===== src/rtl/core/cdqs_pkg.sv =====
// Shared types and codes for the circular deque with search.
// No dependencies; imported by every module of the block.
`default_nettype none

package cdqs_pkg;

	localparam int DEPTH_DEF = 16;
	localparam int WORD_W    = 32;
	localparam int POS_W     = 5;
	localparam int REQ_W     = 3;
	localparam int STAT_W    = 2;
	localparam int IN_DATA_W  = 32;
	localparam int OUT_DATA_W = 40;

	typedef enum logic [REQ_W-1:0] {
		REQ_PUSH_FRONT = 3'd0,
		REQ_PUSH_BACK  = 3'd1,
		REQ_POP_FRONT  = 3'd2,
		REQ_POP_BACK   = 3'd3,
		REQ_SEARCH     = 3'd4,
		REQ_LIST       = 3'd5
	} req_t;

	typedef enum logic [STAT_W-1:0] {
		STAT_OK       = 2'd0,
		STAT_FULL     = 2'd1,
		STAT_EMPTY    = 2'd2,
		STAT_NOTFOUND = 2'd3
	} stat_t;

	typedef enum logic [1:0] {
		S_IDLE,
		S_SCAN,
		S_REPORT
	} state_t;

	typedef enum logic [1:0] {
		CELL_HOLD,
		CELL_ROT_L,
		CELL_SHIFT_R,
		CELL_LOAD_SEL
	} cell_op_t;

	typedef struct packed {
		cell_op_t            op;
		logic [WORD_W-1:0]   wdata;
	} cell_ctl_t;

endpackage

`default_nettype wire


===== src/rtl/core/cdqs_cell.sv =====
// One storage cell of the deque chain: holds a word, takes a neighbor's word or, when selected, the write word.
// Depends on cdqs_pkg.
`default_nettype none

module cdqs_cell (
	input  wire                       clk,
	input  cdqs_pkg::cell_ctl_t       ctl,
	input  wire [cdqs_pkg::WORD_W-1:0] left_in,
	input  wire [cdqs_pkg::WORD_W-1:0] right_in,
	input  wire                       sel,
	output logic [cdqs_pkg::WORD_W-1:0] word
);
	import cdqs_pkg::*;

	logic [WORD_W-1:0] word_q;

	always_ff @(posedge clk) begin
		case (ctl.op)
			CELL_ROT_L:    word_q <= right_in;
			CELL_SHIFT_R:  word_q <= left_in;
			CELL_LOAD_SEL: if (sel) begin
				word_q <= ctl.wdata;
			end
			default:       word_q <= word_q;
		endcase
	end

	assign word = word_q;

endmodule

`default_nettype wire


===== src/rtl/core/cdqs_ctrl.sv =====
// Request sequencer, entry count, scan counter and output register.
// Depends on cdqs_pkg; drives the cell chain through cell_ctl_t.
`default_nettype none

module cdqs_ctrl #(
	parameter int DEPTH = cdqs_pkg::DEPTH_DEF,
	parameter int CNT_W = $clog2(DEPTH + 1)
) (
	input  wire                            clk,
	input  wire                            arst_n,
	input  wire                            s_tvalid,
	output logic                           s_tready,
	input  wire [cdqs_pkg::IN_DATA_W-1:0]  s_tdata,
	input  wire [cdqs_pkg::REQ_W-1:0]      s_tuser,
	output logic                           m_tvalid,
	input  wire                            m_tready,
	output logic [cdqs_pkg::OUT_DATA_W-1:0] m_tdata,
	output logic [cdqs_pkg::STAT_W-1:0]    m_tuser,
	output logic                           m_tlast,
	input  wire [cdqs_pkg::WORD_W-1:0]     head,
	output cdqs_pkg::cell_ctl_t            cell_ctl,
	output logic [CNT_W-1:0]               count
);
	import cdqs_pkg::*;

	state_t            state_q, state_n;
	logic [CNT_W-1:0]  count_q, count_n;
	logic [CNT_W-1:0]  step_q, step_n, step_inc;
	logic              is_list_q, is_list_n;
	logic [WORD_W-1:0] key_q, key_n;
	logic              found_q, found_n;
	logic [POS_W-1:0]  fpos_q, fpos_n;
	logic              out_valid_q, out_valid_n;
	stat_t             out_stat_q, out_stat_n;
	logic [POS_W-1:0]  out_pos_q, out_pos_n;
	logic [WORD_W-1:0] out_data_q, out_data_n;
	logic              out_last_q, out_last_n;
	logic              out_free, accept, full, empty, live, adv;
	req_t              req;

	assign out_free = !out_valid_q || m_tready;
	assign s_tready = (state_q == S_IDLE) && out_free;
	assign accept   = s_tvalid && s_tready;
	assign full     = (count_q == CNT_W'(DEPTH));
	assign empty    = (count_q == '0);
	assign step_inc = step_q + CNT_W'(1);
	assign live     = (step_q < count_q);
	assign req      = req_t'(s_tuser);

	always_comb begin
		state_n     = state_q;
		count_n     = count_q;
		step_n      = step_q;
		is_list_n   = is_list_q;
		key_n       = key_q;
		found_n     = found_q;
		fpos_n      = fpos_q;
		out_valid_n = out_valid_q && !m_tready;
		out_stat_n  = out_stat_q;
		out_pos_n   = out_pos_q;
		out_data_n  = out_data_q;
		out_last_n  = out_last_q;
		cell_ctl.op    = CELL_HOLD;
		cell_ctl.wdata = s_tdata[WORD_W-1:0];
		adv         = 1'b0;

		case (state_q)
			S_IDLE: begin
				if (accept) begin
					out_pos_n  = '0;
					out_data_n = '0;
					out_last_n = 1'b1;
					out_stat_n = STAT_OK;
					case (req)
						REQ_PUSH_FRONT, REQ_PUSH_BACK: begin
							out_valid_n = 1'b1;
							if (full) begin
								out_stat_n = STAT_FULL;
							end else begin
								cell_ctl.op = (req == REQ_PUSH_FRONT) ? CELL_SHIFT_R
								                                     : CELL_LOAD_SEL;
								count_n = count_q + CNT_W'(1);
							end
						end
						REQ_POP_FRONT, REQ_POP_BACK: begin
							out_valid_n = 1'b1;
							if (empty) begin
								out_stat_n = STAT_EMPTY;
							end else begin
								if (req == REQ_POP_FRONT) begin
									cell_ctl.op = CELL_ROT_L;
								end
								count_n = count_q - CNT_W'(1);
							end
						end
						REQ_SEARCH, REQ_LIST: begin
							if (empty) begin
								out_valid_n = 1'b1;
								out_stat_n  = STAT_EMPTY;
							end else begin
								state_n   = S_SCAN;
								step_n    = '0;
								is_list_n = (req == REQ_LIST);
								key_n     = s_tdata[WORD_W-1:0];
								found_n   = 1'b0;
								fpos_n    = '0;
							end
						end
						default: ;
					endcase
				end
			end
			S_SCAN: begin
				if (is_list_q) begin
					adv = !live || out_free;
					if (adv && live) begin
						out_valid_n = 1'b1;
						out_stat_n  = STAT_OK;
						out_pos_n   = POS_W'(step_inc);
						out_data_n  = head;
						out_last_n  = (step_inc == count_q);
					end
				end else begin
					adv = 1'b1;
					if (live && !found_q && head == key_q) begin
						found_n = 1'b1;
						fpos_n  = POS_W'(step_inc);
					end
				end
				if (adv) begin
					cell_ctl.op = CELL_ROT_L;
					step_n      = step_inc;
					if (step_q == CNT_W'(DEPTH - 1)) begin
						state_n = is_list_q ? S_IDLE : S_REPORT;
					end
				end
			end
			S_REPORT: begin
				if (out_free) begin
					out_valid_n = 1'b1;
					out_stat_n  = found_q ? STAT_OK : STAT_NOTFOUND;
					out_pos_n   = found_q ? fpos_q : '0;
					out_data_n  = '0;
					out_last_n  = 1'b1;
					state_n     = S_IDLE;
				end
			end
			default: state_n = S_IDLE;
		endcase
	end

	always_ff @(posedge clk or negedge arst_n) begin
		if (!arst_n) begin
			state_q     <= S_IDLE;
			count_q     <= '0;
			out_valid_q <= 1'b0;
		end else begin
			state_q     <= state_n;
			count_q     <= count_n;
			out_valid_q <= out_valid_n;
		end
	end

	always_ff @(posedge clk) begin
		step_q     <= step_n;
		is_list_q  <= is_list_n;
		key_q      <= key_n;
		found_q    <= found_n;
		fpos_q     <= fpos_n;
		out_stat_q <= out_stat_n;
		out_pos_q  <= out_pos_n;
		out_data_q <= out_data_n;
		out_last_q <= out_last_n;
	end

	assign m_tvalid = out_valid_q;
	assign m_tuser  = out_stat_q;
	assign m_tlast  = out_last_q;
	assign m_tdata  = {{(OUT_DATA_W - POS_W - WORD_W){1'b0}}, out_data_q, out_pos_q};
	assign count    = count_q;

endmodule

`default_nettype wire


===== src/rtl/core/circular_deque_with_search.sv =====
// Top level of the circular deque with search: a ring of cells plus sequencer.
// Depends on cdqs_pkg, cdqs_cell and cdqs_ctrl.
//
//   port group  dir  tdata                        tuser          tlast
//   s_*         in   value[31:0]                  req_type[2:0]  -
//   m_*         out  position[4:0], data[36:5]    status[1:0]    last
//
// Cell 0 holds the front entry whenever the sequencer is idle. Search and list
// rotate the whole ring once, through all DEPTH cells (search then reports from
// S_REPORT); a list step for a live entry waits while a result is held and m_tready is low.
// Reset clears the entry count and the sequencer; cell contents are not reset.
`default_nettype none

module circular_deque_with_search #(
	parameter int DEPTH = cdqs_pkg::DEPTH_DEF
) (
	input  wire                             clk,
	input  wire                             arst_n,
	input  wire                             s_tvalid,
	output logic                            s_tready,
	input  wire [cdqs_pkg::IN_DATA_W-1:0]   s_tdata,  // value
	input  wire [cdqs_pkg::REQ_W-1:0]       s_tuser,  // req_type
	output logic                            m_tvalid,
	input  wire                             m_tready,
	output logic [cdqs_pkg::OUT_DATA_W-1:0] m_tdata,  // position, data, zero pad
	output logic [cdqs_pkg::STAT_W-1:0]     m_tuser,  // status
	output logic                            m_tlast
);
	import cdqs_pkg::*;

	localparam int CNT_W = $clog2(DEPTH + 1);

	cell_ctl_t         cell_ctl;
	logic [CNT_W-1:0]  count;
	logic [WORD_W-1:0] words [DEPTH];

	cdqs_ctrl #(
		.DEPTH (DEPTH),
		.CNT_W (CNT_W)
	) u_ctrl (
		.clk      (clk),
		.arst_n   (arst_n),
		.s_tvalid (s_tvalid),
		.s_tready (s_tready),
		.s_tdata  (s_tdata),
		.s_tuser  (s_tuser),
		.m_tvalid (m_tvalid),
		.m_tready (m_tready),
		.m_tdata  (m_tdata),
		.m_tuser  (m_tuser),
		.m_tlast  (m_tlast),
		.head     (words[0]),
		.cell_ctl (cell_ctl),
		.count    (count)
	);

	for (genvar i = 0; i < DEPTH; i++) begin : g_cell
		cdqs_cell u_cell (
			.clk      (clk),
			.ctl      (cell_ctl),
			.left_in  ((i == 0) ? cell_ctl.wdata : words[(i + DEPTH - 1) % DEPTH]),
			.right_in (words[(i + 1) % DEPTH]),
			.sel      (count == CNT_W'(i)),
			.word     (words[i])
		);
	end

	a_count_bound: assert property (@(posedge clk) disable iff (!arst_n)
		count <= CNT_W'(DEPTH))
		else $error("entry count above depth");

	a_push_grows: assert property (@(posedge clk) disable iff (!arst_n)
		(s_tvalid && s_tready && (s_tuser == REQ_PUSH_FRONT || s_tuser == REQ_PUSH_BACK)
		 && count != CNT_W'(DEPTH)) |=> count == $past(count) + CNT_W'(1))
		else $error("push did not grow the count");

	a_push_result: assert property (@(posedge clk) disable iff (!arst_n)
		(s_tvalid && s_tready && (s_tuser == REQ_PUSH_FRONT || s_tuser == REQ_PUSH_BACK
		 || s_tuser == REQ_POP_FRONT || s_tuser == REQ_POP_BACK)) |=> m_tvalid && m_tlast)
		else $error("push or pop gave no result");

	a_list_empty: assert property (@(posedge clk) disable iff (!arst_n)
		(s_tvalid && s_tready && s_tuser == REQ_LIST && count == '0)
		|=> m_tvalid && m_tuser == STAT_EMPTY)
		else $error("list of empty store not reported");

endmodule

`default_nettype wire


===== config.mk =====
export PLATFORM = sky130hd
export DESIGN_NAME = circular_deque_with_search
export DESIGN_NICKNAME = d
export VERILOG_FILES = /design/src/rtl/core/cdqs_pkg.sv /design/src/rtl/core/cdqs_cell.sv /design/src/rtl/core/cdqs_ctrl.sv /design/src/rtl/core/circular_deque_with_search.sv
export SDC_FILE = /design/constraint.sdc
export NUM_CORES = 1
export LEC_CHECK = 0
export CORE_ASPECT_RATIO = 0.6
export CORE_MARGIN = 3
export CORE_UTILIZATION = 25
export DETAILED_ROUTE_END_ITERATION = 8
export DONT_BUFFER_PORTS = 1
export PLACE_DENSITY = 0.46
export SETUP_SLACK_MARGIN = 0.1
export SYNTH_ARGS = -nofsm -noshare
export SYNTH_HDL_FRONTEND = slang
export SYNTH_HIERARCHICAL = 1
export SYNTH_SLANG_ARGS = --single-unit

===== constraint.sdc =====
create_clock -name clk -period 17.8 [get_ports clk]
set_input_delay 3.56 -clock clk [delete_from_list [all_inputs] [get_ports clk]]
set_output_delay 3.56 -clock clk [all_outputs]
set_load 0.02 [all_outputs]

---- Yosys cells after proc, flatten, opt, wreduce, memory -nomap -nowiden ----
Cells that the tools add are included.
word-level totals
  register bits after elaboration ......... 604
  input port bits ......................... 39
  output and inout bits ................... 45
  logic and storage cells ................. 235
operators by class
  add/subtract/negate cells ............... 3
  $lt $le $gt $ge ......................... 1
  equal/unequal tests ..................... 57
  multiplexer cells ....................... 99
  bitwise logic cells ..................... 1
  reductions and logical operators ........ 46
operators with widths
  kind                                                             count
  32-bit case mux with 3 select lines                              17
  32-bit two-way mux                                               20
  5-bit two-way mux                                                13
  2-bit by 1-bit != test with 1-bit output, second input constant  23
  5-bit by 4-bit == test with 1-bit output, second input constant  9
  32-bit == test                                                   1
  2-bit two-way mux                                                16
  2-bit AND reduction                                              16
  5-bit case mux with 2 select lines                               3
  5-bit by 3-bit == test with 1-bit output, second input constant  4
  1-bit two-way mux                                                20
  5-bit case mux with 3 select lines                               1
  5-bit AND reduction                                              3
  2-bit case mux with 2 select lines                               3
  2-bit case mux with 3 select lines                               2
  6-bit AND reduction                                              2
  5-bit by 1-bit adder with 5-bit output, second input constant    2
  5-bit by 2-bit == test with 1-bit output, second input constant  2
  2-bit != test, second input constant                             5
  4-bit OR reduction                                               2
  2-bit == test, second input constant                             3
  3-bit by 2-bit == test with 1-bit output, second input constant  2
  3-bit == test, second input constant                             2
  1-bit logical AND                                                6
  other kinds (19)                                                 30

---- Logic depth before layout (Yosys ltp) ----
Gate-level depths: netlist of run 1.
  depth after elaboration ................. 10
  depth in mapped cells ................... 14
  depth with buffers taken out ............ 12

---- By module ----
Netlist of run 1, hierarchy kept.
by module, submodules not included
  module                             times used  cells each  area an instance (um2)  sequential area each (um2)
  cdqs_cell (g_cell[15].u_cell ...)  10          219         2120.8                  960.9
  cdqs_cell (g_cell[0].u_cell ...)   6           182         2064.5                  960.9
  cdqs_ctrl                          1           333         4479.3                  2722.6
  circular_deque_with_search         1           23          112.6                   0.0

---- Least setup slack after synthesis of run 1 ----
No wires, ideal clock.
  path type ............................... input-to-reg
  from .................................... input port s_tuser[2] (netlist bit)
  to ...................................... register g_cell[1].u_cell.word_q[0] (enable)
  library setup time ...................... 0.435 ns
  arrival ................................. 8.701 ns
  required time ........................... 17.365 ns
  path slack .............................. 8.664 ns
  stages on the path ...................... 10
  path buffers ............................ 2
  path through ............................ inv_1 -> ha_1 -> nand2_1 -> a21oi_1 -> o221ai_1 -> o22ai_1 -> ha_1 -> buf_6 -> buf_6 -> mux2i_1
RTL lines
  item                  line                              RTL
  start, declared       circular_deque_with_search.sv:22  input wire [cdqs_pkg::REQ_W-1:0] s_tuser,
  end signal, assigned  cdqs_cell.sv:19                   CELL_ROT_L: word_q <= right_in;
  end signal, assigned  cdqs_cell.sv:20                   CELL_SHIFT_R: word_q <= left_in;
  end signal, assigned  cdqs_cell.sv:22                   word_q <= ctl.wdata;
  end, declared         cdqs_cell.sv:15                   logic [WORD_W-1:0] word_q;

---- Final worst setup path of run 1 ----
  from .................................... input port m_tready
  to ...................................... output port s_tready
between the ends
  word-level cells in the longest chain between the ends .. 2
RTL lines
  item               line                              RTL
  start, declared    circular_deque_with_search.sv:24  input wire m_tready,
  1-bit logical OR   cdqs_ctrl.sv:41                   assign out_free = !out_valid_q || m_tready;
  1-bit logical AND  cdqs_ctrl.sv:42                   assign s_tready = (state_q == S_IDLE) && out_free;
  end, declared      circular_deque_with_search.sv:20  output logic s_tready,
Every way passes these cells.

==> run summary, run 1 <==
vias in the first global route -> 26.2k
Placed Area -> 39000 um^2
yosys warns -> 6
mean number of vias per cell -> 5.29
total power -> 7.52 mW
Netlist cell types -> 59
clock edge transition at the registers on the reported setup and hold paths -> 0.07 ns
DP HPWL -> 99400 um
die area -> 158000 um^2
Core Box Area -> 151000 um^2
Buf+Inv Stages, Crit Path -> 0
Synth async-reset ratio -> 1.32%
worst stage delay on the critical path -> 0.31 ns
Placement Setup Slack -> 10.17 ns
row cnt -> 110
max_slew headroom -> 15.9%
DR pass1 iterations -> 5
Worst-Margin Slew -> 1.26 ns
final std cell area, no fill -> 40900 um^2
chip height -> 309 um
TNS Setup -> 0 ns
Mapped Cells -> 3638
worst setup path class -> input pin to output pin
CP Data Arrival Time -> 4.08 ns
Post-synth EDFFs -> 596
Chip Width -> 511 um
hold_ws -> 0.606 ns
critical path's top delay family -> simple AND/OR/NAND/NOR gates
peak supply drop -> 0.0881 mV
global-route wire length before repair -> 208000 um
GRT overflow -> 0
DR iter-0 viols -> 4015
Clock Sinks -> 604
port buffer count -> 0
Post-CTS Resized -> 0
leading post-synthesis cells by cell area -> edfxtp_1 47%, a32oi_1 7.3%, nor2b_1 5.3%
required time of the critical path -> 14.24 ns
Final Hold Violating Endpoints -> 0
CTS max path bufs -> 3
largest net degree at the start of global routing -> 66
IO Pins -> 84
Max Transition Viols Final -> 0
min Tclk post-route -> 7.64 ns
syn avg cell area -> 10.5 um^2
Yosys top cell area share -> 46.9%
clock root cell -> clkbuf_16
Worst Hold Class -> flip-flop to flip-flop
Setup Buffers After CTS -> 0
CP max-delay cell -> nor2b_1
CTS tree -> yes
outcome -> finished clean
Detail Route Antenna Nets -> 0
Setup crit end kind -> output pin
CP max FO -> 6
Total Wirelength -> 150000 um
area grow syn2layout -> 7.11%
antenna violations before repair -> 5
Final setup viols -> 0
Fin Clk Skew -> 0.0378 ns
CTS HTree Levels -> 2
Synth Flop Type -> edfxtp_1
Remaining DRCs -> 0
Tcrit/Tclk final -> 42.9%
Ant. Diodes -> 0
post-synthesis register bit count -> 604
register area share after synthesis -> 47.4%
starting density of the core -> 25.3%
P per Cell Area -> 184 nW/um^2
total of max-cap violations -> 0
routed len/inst -> 27.2 um
Clk Latency, worst-skew pair -> 0.69 ns
Cell Area, Synth -> 38200 um^2
Final #Nets -> 3542
largest area contributor in the netlist -> edfxtp_1
CTS buffer count -> 58
CTS Hold Bufs -> 0
Tot GR Track Use -> 18.2%
critical path, cell by cell -> nor2b_1 -> nor2_1
PnR worst setup slack -> 10.16 ns
Fmax -> 131 MHz
GPL Wtd Cong -> 0.824
unrepaired setup endpoints after global routing -> false
Via Count -> 29.1k
Setup crit start kind -> input pin
Leak -> 12.1 nW
share of layout cells above drive strength 1 -> 16.3%
[cell usage in the layout, fill, tap and decap left out, types with 3 or more instances in the layout]
master | synthesis | routed
a21oi_2 | 180 | 180
bufinv_16 | 0 | 9
dfrtp_1 | 8 | 8
mux2i_4 | 0 | 16
xor2_1 | 18 | 18
nand4_1 | 5 | 5
clkbuf_1 | 51 | 8
a21oi_1 | 21 | 21
nand2b_2 | 6 | 6
nand3_1 | 326 | 326
nor2b_1 | 325 | 325
or2_4 | 0 | 6
ha_1 | 66 | 43
clkinvlp_4 | 0 | 3
inv_2 | 7 | 7
nand2_1 | 521 | 521
clkbuf_16 | 0 | 58
and2_1 | 35 | 35
edfxtp_1 | 596 | 596
clkinv_1 | 0 | 16
nor3_1 | 5 | 5
and3_1 | 6 | 6
ha_2 | 0 | 23
o21ai_0 | 193 | 193
a32oi_1 | 320 | 320
a31oi_1 | 5 | 5
conb_1 | 1 | 3
nor2_1 | 34 | 32
nor2_4 | 180 | 182
nand2b_1 | 324 | 324
xnor2_1 | 25 | 25
buf_4 | 85 | 53
inv_1 | 54 | 54
nor4_1 | 4 | 4
clkinv_2 | 0 | 13
[synth_stat cells, types with 21 or more instances]
cell type,count
and2_1,35
buf_2,88
ha_1,66
nor2b_1,325
nor2_1,34
o21ai_0,193
buf_4,85
inv_1,54
nand2_1,521
edfxtp_1,596
a21oi_2,180
a21oi_1,21
clkbuf_1,51
nand3_1,326
a32oi_1,320
buf_6,56
nand2b_1,324
xnor2_1,25
nor2_4,180
[layer usage]
layer / routed length (um) / GRT usage (%) / up-vias
li1: - / - / 12600
met4: 1410 / 1.98 / 2
met3: 18300 / 6.02 / 105
met2: 50800 / 20.6 / 1537
met5: 91 / 0.414 / -
met1: 79100 / 31.6 / 14800
[flip-flops by register name (all words and copies together) (netlist names)]
signal	cells
u_ctrl/m_tlast	1
u_ctrl/is_list_q	1
u_ctrl/count	5
u_ctrl/step_q	5
u_ctrl/out_pos_q	5
u_ctrl/state_q	2
u_ctrl/fpos_q	5
u_ctrl/found_q	1
u_ctrl/m_tvalid	1
g_cell.u_cell/word	512
u_ctrl/m_tuser	2
u_ctrl/key_q	32
u_ctrl/out_data_q	32
[worst paths after layout]
check | from | slack (ns) | depth (start not counted) | end
setup / recovery | m_tready | 10.16 | 2 | s_tready
min in group asynchronous | arst_n | 2.57 | 0 | u_ctrl/count[3]$_DFFE_PN0P_
hold / removal | g_cell[15].u_cell/word[28]$_DFFE_PP_ | 0.61 | 2 | g_cell[14].u_cell/word[28]$_DFFE_PP_
setup reg to reg | u_ctrl/count[2]$_DFFE_PN0P_ | 12.74 | 11 | g_cell[9].u_cell/word[19]$_DFFE_PP_
max in group asynchronous | arst_n | 15.16 | 0 | u_ctrl/count[2]$_DFFE_PN0P_
hold reg to reg | g_cell[15].u_cell/word[28]$_DFFE_PP_ | 0.61 | 2 | g_cell[14].u_cell/word[28]$_DFFE_PP_
[stage by stage]
stage | std cells | utilization (%)
after floorplan | 3640 | -
after global placement | 5392 | 25.8
after detailed placement | 5392 | 25.8
after global routing | 5501 | 27.1
after CTS | 5501 | 27.1
final | 5501 | 27.1
[final cells by class]
type / instances / area [um^2]
Clock inverter: 43 / 454
Clock buffer: 66 / 1480
Multi-Input combinational cell: 2658 / 17700
Sequential cell: 604 / 18100
Fill cell: 15900 / 110000
Timing Repair Buffer: 53 / 398
Tap cell: 2016 / 2520
Inverter: 61 / 229
[where the power goes]
part | total [mW] | switching, mW | leakage (nW) | internal, mW
combinational | 2.28 | 1.36 | 5.31 | 0.924
clock | 1.36 | 0.634 | 0.944 | 0.729
sequential | 3.87 | 1.09 | 5.82 | 2.78
total | 7.52 | 3.08 | 12.1 | 4.43
[logic make-up after synthesis]
kind of cell / Yosys count / share of synthesized area (%)
compound gates: 738 / 14.8
mux: 19 / 0.501
other cells: 1 / 0.00982
flops: 604 / 47.4
fa+ha+maj: 67 / 2.21
buf+inv: 378 / 7.06
xor+xnor: 43 / 0.986
simple gates: 1788 / 27.0
Note: power is estimated with default switching activity, not from simulation.
==> inputs of run 2 (changes only) <==
- PLACE_DENSITY: 0.46 -> 0.48
- clock period: 17.8 -> 6.6 ns (I/O delays scaled with it)
==> run summary, run 2 (synthesized netlist as in run 1, its figures left out) <==
outcome -> finished clean
max FFs per register -> 512 (unchanged)
port buffer count -> 0 (unchanged)
critical path, cell by cell -> inv_1 -> ha_1 -> nor2b_1 -> o31ai_1 -> and2_1 -> and3_1 -> o22ai_4 -> inv_1 -> ha_1 -> inv_1 -> a32oi_1
DR pass1 iterations -> 5 (unchanged)
commonest cells after routing, fill and taps aside -> 596 x edfxtp_1, 521 x nand2_1, 326 x nand3_1, 325 x nor2b_1, 324 x nand2b_1
Total Wirelength -> 147000 um (-1.8%)
Tcrit/Tclk final -> 74.3%
worst stage delay on the critical path -> 0.84 ns (+0.53 ns)
Clk Latency, worst-skew pair -> 0.68 ns (about the same)
Setup crit start kind -> flip-flop
CP dominant cell by count -> inv_1
area grow syn2layout -> 7.23%
Chip Width -> 511 um (unchanged)
share of layout cells above drive strength 1 -> 16.6% (+0.25 points)
CTS tree -> yes
Final setup viols -> 0 (unchanged)
global-route wire length before repair -> 206000 um (-0.95%)
GPL Wtd Cong -> 0.847 (+2.7%)
clock edge transition at the registers on the reported setup and hold paths -> 0.07 ns (about the same)
total internal power -> 11.9 mW (+170%)
IO Pins -> 84 (unchanged)
CP max FO -> 33 (+27)
Via Count -> 29.1k (-0.11%)
Psw -> 8.40 mW (+170%)
Worst Hold Class -> input pin to async pin
antenna violations before repair -> 3 (-2)
total of max-cap violations -> 0 (unchanged)
required time of the critical path -> 7.08 ns (-7.16 ns)
Final Hold Violating Endpoints -> 0 (unchanged)
Remaining DRCs -> 0 (unchanged)
Post-CTS Resized -> 0 (unchanged)
Worst-Margin Slew -> 1.30 ns (+0.0404 ns)
max_slew headroom -> 13.2% (-2.7 points)
Fmax -> 204 MHz
Fin Clk Skew -> 0.0250 ns (-0.0128 ns)
min Tclk post-route -> 4.90 ns
row cnt -> 110 (unchanged)
CP max-delay cell -> inv_1
GRT overflow -> 0 (unchanged)
Leak -> 12.1 nW (+0.52%)
Reg power frac -> 51.8% (+0.3 points)
Setup crit end kind -> flip-flop
TNS Setup -> 0 ns (unchanged)
routed len/inst -> 26.7 um (-2.0%)
DP HPWL -> 100000 um (+1.1%)
Setup Buffers After CTS -> 0 (unchanged)
hold_ws -> 0.323 ns (-0.283 ns)
CTS max path bufs -> 3 (unchanged)
largest net degree at the start of global routing -> 65 (-1.5%)
Max Transition Viols Final -> 0 (unchanged)
combinational power share -> 30.6% (+0.3 points)
unrepaired setup endpoints after global routing -> false
DR iter-0 viols -> 3699 (-7.9%)
Detail Route Antenna Nets -> 0 (unchanged)
Clock Power Share -> 17.6% (-0.5 points)
Tot GR Track Use -> 18.0% (-0.28 points)
chip height -> 309 um (unchanged)
die area -> 158000 um^2 (unchanged)
vias in the first global route -> 26.5k (+1.1%)
mean number of vias per cell -> 5.27 (-0.25%)
P per Cell Area -> 496 nW/um^2 (+170%)
CTS Hold Bufs -> 0 (unchanged)
Sw Share -> 41.3% (+0.30 points)
CTS HTree Levels -> 2 (unchanged)
clock root cell -> clkbuf_16
CTS buffer count -> 58 (unchanged)
starting density of the core -> 25.3% (unchanged)
Final #Nets -> 3554 (+0.34%)
Clock Sinks -> 604 (unchanged)
commonest non-fill, non-tap cell in the layout -> edfxtp_1
worst setup path class -> flip-flop to flip-flop
CP Data Arrival Time -> 5.38 ns (+1.30 ns)
Core Box Area -> 151000 um^2 (unchanged)
peak supply drop -> 0.241 mV (+170%)
==> run 2: metal layers <==
layer | GRT usage (%) | share of wire, % | vias up
met1 | 29.7 | 50 | 14800
met4 | 1.94 | 0.90 | 0
li1 | - | - | 12700
met2 | 20.5 | 34 | 1474
met5 | 0 | 0 | -
met3 | 8.05 | 14 | 95
==> run 2: path summary, 6_finish.rpt <==
kind                       depth (start not counted)                        start                                  to  slack (ns)
max                                               11  u_ctrl/count[1]$_DFFE_PN0P_  g_cell[6].u_cell/word[2]$_DFFE_PP_        1.70
min                                                0                       arst_n         u_ctrl/count[3]$_DFFE_PN0P_        0.32
max reg2reg                                       11  u_ctrl/count[1]$_DFFE_PN0P_  g_cell[6].u_cell/word[2]$_DFFE_PP_        1.70
min reg2reg                                        2  u_ctrl/count[4]$_DFFE_PN0P_         u_ctrl/count[4]$_DFFE_PN0P_        0.59
max in group asynchronous                          0                       arst_n         u_ctrl/count[4]$_DFFE_PN0P_        6.20
min in group clk                                   2  u_ctrl/count[4]$_DFFE_PN0P_         u_ctrl/count[4]$_DFFE_PN0P_        0.59
==> run 2: critical path: cells and delay by family (launching register included) <==
kind | cells | cell delay (ns)
AO/OA/AOI/OAI | 3 | 0.99
AND/OR/NAND/NOR | 3 | 0.65
buffers and inverters | 3 | 1.07
flip-flops | 1 | 0.81
adder cells (fa/ha/maj) | 2 | 1.12
==> run 2: cell type report <==
| cell class | count | area (um^2) |
|---|---|---|
| multi-input cells | 2658 | 17700 |
| flip-flops and latches | 604 | 18100 |
| fillers | 15900 | 110000 |
| clock inverters | 32 | 343 |
| repair buffers | 65 | 488 |
| diodes | 1 | 2.50 |
| clock buffers | 72 | 1550 |
| well taps | 2016 | 2520 |
| inverters | 61 | 229 |
==> run 2: power groups by stage <==
stage / Combinational [mW] / Sequential (mW) / Clock, mW
6_report: 6.21 / 10.5 / 3.59
5_1_grt: 6.79 / 10.6 / 3.82
4_1_cts: 6.20 / 10.3 / 3.66
3_5_place_dp: 6.17 / 10.3 / 0
3_3_place_gp: 6.06 / 10.4 / 0
2_1_floorplan: 4.63 / 8.80 / 0
==> run 2: stage by stage <==
stage	area [um^2]	total power, mW	std cells	worst slack (ns)	util [%]
6_report	40900	20.3	5509	1.70	27.1
5_1_grt	40900	21.2	5508	1.07	27.1
4_1_cts	40900	20.1	5508	1.71	27.1
3_5_place_dp	39000	16.5	5404	1.61	25.9
3_3_place_gp	39000	16.4	5404	1.71	25.9
2_1_floorplan	38200	13.4	3640	0.348	-
